### config.mk
export PLATFORM = sky130hd
export DESIGN_NAME = pcmc_ctrl
export DESIGN_NICKNAME = d
export VERILOG_FILES = /design/src/design/pcmc_pkg.sv /design/src/design/pcmc_ctrl.sv
export SDC_FILE = /design/constraint.sdc
export NUM_CORES = 1
export LEC_CHECK = 0
export BUFFER_PORTS_ARGS = -buffer_cell sky130_fd_sc_hd__buf_2
export CORE_AREA = 2 2 39 41
export CTS_BUF_LIST = sky130_fd_sc_hd__clkbuf_2 sky130_fd_sc_hd__clkbuf_4 sky130_fd_sc_hd__clkbuf_8
export DETAILED_ROUTE_END_ITERATION = 8
export DIE_AREA = 0 0 41 43
export PLACE_DENSITY = 0.54
export SLEW_MARGIN = 20
export SYNTH_ARGS = -nofsm -noshare
export SYNTH_HDL_FRONTEND = slang
export SYNTH_SLANG_ARGS = --single-unit
### constraint.sdc
create_clock -name clk -period 2.2 [get_ports clk]
set_input_delay 0.33 -clock clk [delete_from_list [all_inputs] [get_ports clk]]
set_output_delay 0.33 -clock clk [all_outputs]
set_load 0.05 [all_outputs]
### src/design/pcmc_pkg.sv
// shared types and constants for the pla cube cover lookup
// no dependencies; used by the controller, datapath and top modules by scoped name
`timescale 1ns / 1ps

package pcmc_pkg;

  localparam int VAR_W    = 10;  // care, value and minterm width
  localparam int OUT_W    = 13;  // output bits per cube
  localparam int IDX_W    = 9;   // reported cube index width
  localparam int SLOTS    = 4;   // reported covers
  localparam int CNT_W    = 3;   // cover count width
  localparam int CFG_W    = 4;   // config register width
  localparam int MAX_VARS = 10;
  localparam int MAX_OUTS = 13;

  localparam logic [1:0] ACT_CLEAR = 2'd0;
  localparam logic [1:0] ACT_LOAD  = 2'd1;
  localparam logic [1:0] ACT_QUERY = 2'd2;

  typedef enum logic [1:0] {
    ST_IDLE,
    ST_SCAN,
    ST_TAIL,
    ST_FIN
  } state_t;

  typedef struct packed {
    logic clear;
    logic load;
    logic q_start;
    logic rd_en;
    logic out_load;
  } cmd_t;

  typedef struct packed {
    logic count_zero;
    logic full;
    logic scan_last;
  } status_t;

endpackage

### src/design/pcmc_ctrl.sv
// controller state machine: accepts items, sequences the cube scan, loads the result
// depends on pcmc_pkg
`timescale 1ns / 1ps

module pcmc_ctrl (
  input  logic             clk,
  input  logic             rst,
  input  logic             in_valid,
  output logic             in_stall,
  input  logic [1:0]       action,
  output logic             out_valid,
  input  logic             out_stall,
  input  pcmc_pkg::status_t status,
  output pcmc_pkg::cmd_t   cmd
);

  pcmc_pkg::state_t state;
  pcmc_pkg::state_t state_next;

  always_ff @(posedge clk) begin
    if (rst) begin
      state <= pcmc_pkg::ST_IDLE;
    end else begin
      state <= state_next;
    end
  end

  always_comb begin
    state_next = state;
    cmd        = '0;
    in_stall   = (state != pcmc_pkg::ST_IDLE);
    case (state)
      pcmc_pkg::ST_IDLE: begin
        if (in_valid) begin
          case (action)
            pcmc_pkg::ACT_CLEAR: cmd.clear = 1'b1;
            pcmc_pkg::ACT_LOAD:  cmd.load  = !status.full;
            pcmc_pkg::ACT_QUERY: begin
              cmd.q_start = 1'b1;
              state_next  = status.count_zero ? pcmc_pkg::ST_FIN : pcmc_pkg::ST_SCAN;
            end
            default: ;
          endcase
        end
      end
      pcmc_pkg::ST_SCAN: begin
        cmd.rd_en = 1'b1;
        if (status.scan_last) begin
          state_next = pcmc_pkg::ST_TAIL;
        end
      end
      // last read data is checked in this cycle
      pcmc_pkg::ST_TAIL: state_next = pcmc_pkg::ST_FIN;
      pcmc_pkg::ST_FIN: begin
        if (!out_valid || !out_stall) begin
          cmd.out_load = 1'b1;
          state_next   = pcmc_pkg::ST_IDLE;
        end
      end
      default: state_next = pcmc_pkg::ST_IDLE;
    endcase
  end

  always_ff @(posedge clk) begin
    if (rst) begin
      out_valid <= 1'b0;
    end else if (cmd.out_load) begin
      out_valid <= 1'b1;
    end else if (!out_stall) begin
      out_valid <= 1'b0;
    end
  end

endmodule

## After elaboration in Yosys (flattened, before gate mapping)

Index checks and enable logic that the tools add are counted.

| operators by class | value |
|---|---|
| equality and inequality tests | 10 |
| muxes and demuxes | 16 |
| reductions and logical operators | 8 |

Operators by type and width:

| cell | number |
|---|---|
| $mux 2 | 5 |
| $mux 1 | 8 |
| $pmux 2 s4 | 1 |
| $eq 2x2->1 const B | 3 |
| $mux 3 | 2 |
| $ne 2x2->1 const B | 3 |
| $eq 2x1->1 const B | 2 |
| $logic_not 2->1 | 2 |
| $ne 2x1->1 const B | 2 |
| $reduce_and 4->1 | 1 |
| $logic_not 1->1 | 3 |
| $reduce_bool 2->1 | 1 |
| $logic_or 1x1->1 | 1 |

| word-level totals | value |
|---|---|
| bits in registers | 3 |
| bits of input ports | 9 |
| output and inout port bits | 7 |
| logic and storage cells | 36 |

## Longest topological paths before layout

| logic depth | value |
|---|---|
| depth in word-level cells | 5 |
| gate-level depth with buffers | 5 |
| gate-level depth less buffers | 5 |

## Worst setup path after synthesis

OpenSTA, ideal clock, no wires.

| timing | value |
|---|---|
| path type | register -> output |
| start point | register state[0] |
| end point | output cmd[3] in the netlist's numbering |
| arrival time | 2.319 ns |
| data required time | 1.870 ns |
| slack | -0.449 ns |
| stages on the path, launching flop included | 5 |
| path buffers | 0 |
| path through | dfxtp_1 inv_1 ha_1 nand2_1 nor4b_1 |

RTL lines:

| element | line | source |
|---|---|---|
| start: declaration | pcmc_ctrl.sv:17 | `pcmc_pkg::state_t state;` |
| start signal: assignment | pcmc_ctrl.sv:22 | `state <= pcmc_pkg::ST_IDLE;` |
| start signal: assignment | pcmc_ctrl.sv:24 | `state <= state_next;` |
| end: declaration | pcmc_ctrl.sv:14 | `output pcmc_pkg::cmd_t cmd` |

==> flow_summary.toml <==
[status]
status = "completed"

[power]
irDropWorstVdd_mv = 0.333
seqPwrFrac = 0.170
power.internal_mw = 0.261
sw_frac_of_total = 0.497
pwr-share-clk = 0.201
cellLeakagePower_nw = 0.215
cellPowerDensity_nw_per_um2 = 1330
fin_total_pwr_mw = 0.520
switchingPower_mw = 0.259
p_comb_frac = 0.629

[finish]
mostFrequentLayoutCells = "buf_2, ha_1, inv_1, clkbuf_4"
final_nets = 63
syn2layout_area_growth_pct = 50.5
fin_area_um2 = 392
num-fill-cells = 155
layout_commonest_cell = "buf_2"
postLayoutCoreUtil = 0.283
final-instance-count-excl-fill = 64
drive_gt1_frac = 0.438
n_antenna_cell = 0

[clock_tree]
cts_resized = 0
clk_path_buf_depth = 2
cts_tree = "yes"
clock_sinks = 3
htree_levels = 1
cts_hold_buf = 0
postCtsSetupBuffers = 0
cts-root-buf = "clkbuf_4"
clk_pin_slew_ns = 0.04
clk_latency_ns = 0.23
cts_made_buffers = 3

[floorplan]
die_area_um2 = 1760
rows = 14
start_util = 0.188
boundaryPins = 16
fp.dieH_um = 43
die_x_um = 41
core_um2 = 1380

[hold_path]
min_path_type = "primary input to register"

[placement]
dp.cells = 60
post-place-ws_ns = 0.585
dp_hpwl_um = 454
port_buffers = 15
gp_congestion = 0.650
place_area_um2 = 362

[detailed_routing]
via_count = 259
routed_wl_um = 495
drc = 0
wl_per_cell_um = 7.73
drt-pass1-iter-count = 2
drt_iter0_drc = 3
via_per_inst = 4.05
antenna_left = 0

[critical_path]
slowest_stage = "dfxtp_1"
cp.arrival_ns = 1.49
path_cells = "inv_1, ha_1, nand2_1, nor4b_2, buf_2"
cpLargestDelayFamily = "buffers and inverters"
path_max_fanout = 4
cp_num_buf_inv = 2
critPathKind = "register to output port"
cp.required_ns = 1.87
start_kind = "register"
max_stage_delay_ns = 0.31
worstSetupEndpointType = "output port"

[timing]
setup_viol = 0
rsz0062_at_grt = "no"
hold_viol = 0
max-slew-margin-rel = 0.813
worstMarginPinSlew_ns = 0.280
timing.final.crit_share = 0.829
fin_skew_ns = 0.00260
hold_ws_ns = 0.319
period_minus_slack_ns = 1.82
max_freq_ghz = 0.548
slew_viol_final = 0
setup_slack_ns = 0.376
fin_tns_setup_ns = 0

[yosys]
avgSynthCellArea_um2 = 8.97
syn-num-nets = 43
synth_area_leader_cell = "ha_1"
ys_seq_area_frac = 0.231
ys_top_cells_by_area = "ha_1, dfxtp_1, mux2i_1"
yosys_warnings = 0
syn_area_um2 = 260
syn_inst = 29
synth_cell_types = 17
synthDominantCellAreaShare = 0.240
ys_ff_latch = 3

[grt]
antenna_found_initial = 0
grt_use_total = 0.0601
first_global_vias = 214
grt_max_degree = 6
grt_pass1_wl_um = 731
overflow = 0

[run]
cap_violations = 0
sequential cells by signal (all words and copies together), names as in the netlist:
register and cells:
out_valid 1, state 2
worst reg2reg max path, delay by kind of cell (launching register included):
family / cells / cell delay, ns
AOI/OAI and AO/OA: 1 / 0.32
DFF: 1 / 0.36
muxes: 1 / 0.35
buffers and inverters: 1 / 0.10
adders and majority gates: 1 / 0.24
routing by layer:
| metal | routed length, um | track usage | vias to the layer above |
|---|---|---|---|
| met2 | 241 | 0.100 | 11 |
| met5 | 0 | 0 | - |
| met4 | 0 | 0.0200 | 0 |
| li1 | - | - | 138 |
| met3 | 58 | 0.0314 | 0 |
| met1 | 195 | 0.0607 | 110 |
final timing paths:
| kind | start | endpoint | slack, ns | cells after the start |
|---|---|---|---|---|
| worst max-delay path | state[1] | cmd[3] | 0.38 | 5 |
| worst min-delay path | rst | out_valid | 0.32 | 2 |
| worst max register to register | state[0] | state[1] | 0.72 | 4 |
| worst min register to register | out_valid | out_valid | 0.52 | 2 |
cells in the mapped netlist:
cell type,count
a21boi_0,1
a21oi_1,1
a221oi_2,1
and3_1,1
dfxtp_1,3
ha_1,5
inv_1,4
mux2_1,1
mux2i_1,2
nand2_1,1
nand2b_1,1
nand3b_1,1
nor2_1,3
nor3_1,1
nor3b_1,1
nor4b_1,1
o21bai_1,1
power groups by stage:
stage / Sequential (mW) / Clock (mW) / Combinational, mW
4_1_cts: 0.0891 / 0.109 / 0.333
3_5_place_dp: 0.0899 / 0 / 0.333
2_1_floorplan: 0.0929 / 0 / 0.265
6_report: 0.0886 / 0.104 / 0.327
5_1_grt: 0.0928 / 0.111 / 0.358
3_3_place_gp: 0.0899 / 0 / 0.330
cell families (layout without fill, tap and decap cells):
group | after synthesis | in the layout | synth area share
adders and majority gates | 5 | 5 | 0.240
and+or+nand+nor | 10 | 10 | 0.216
AOI/OAI and AO/OA | 4 | 4 | 0.135
buffers and inverters | 4 | 23 | 0.0577
muxes | 3 | 3 | 0.120
DFF | 3 | 3 | 0.231
layout make-up:
type                            instances  area (um^2)  area share
Sequential cell                         3         60.1       0.153
Inverter                                4         15.0      0.0383
Clock buffer                            4         30.0      0.0767
Multi-Input combinational cell         22          191       0.489
Timing Repair Buffer                   15         75.1       0.192
Tap cell                               16         20.0      0.0511
Power figures use the tool's default switching activity.
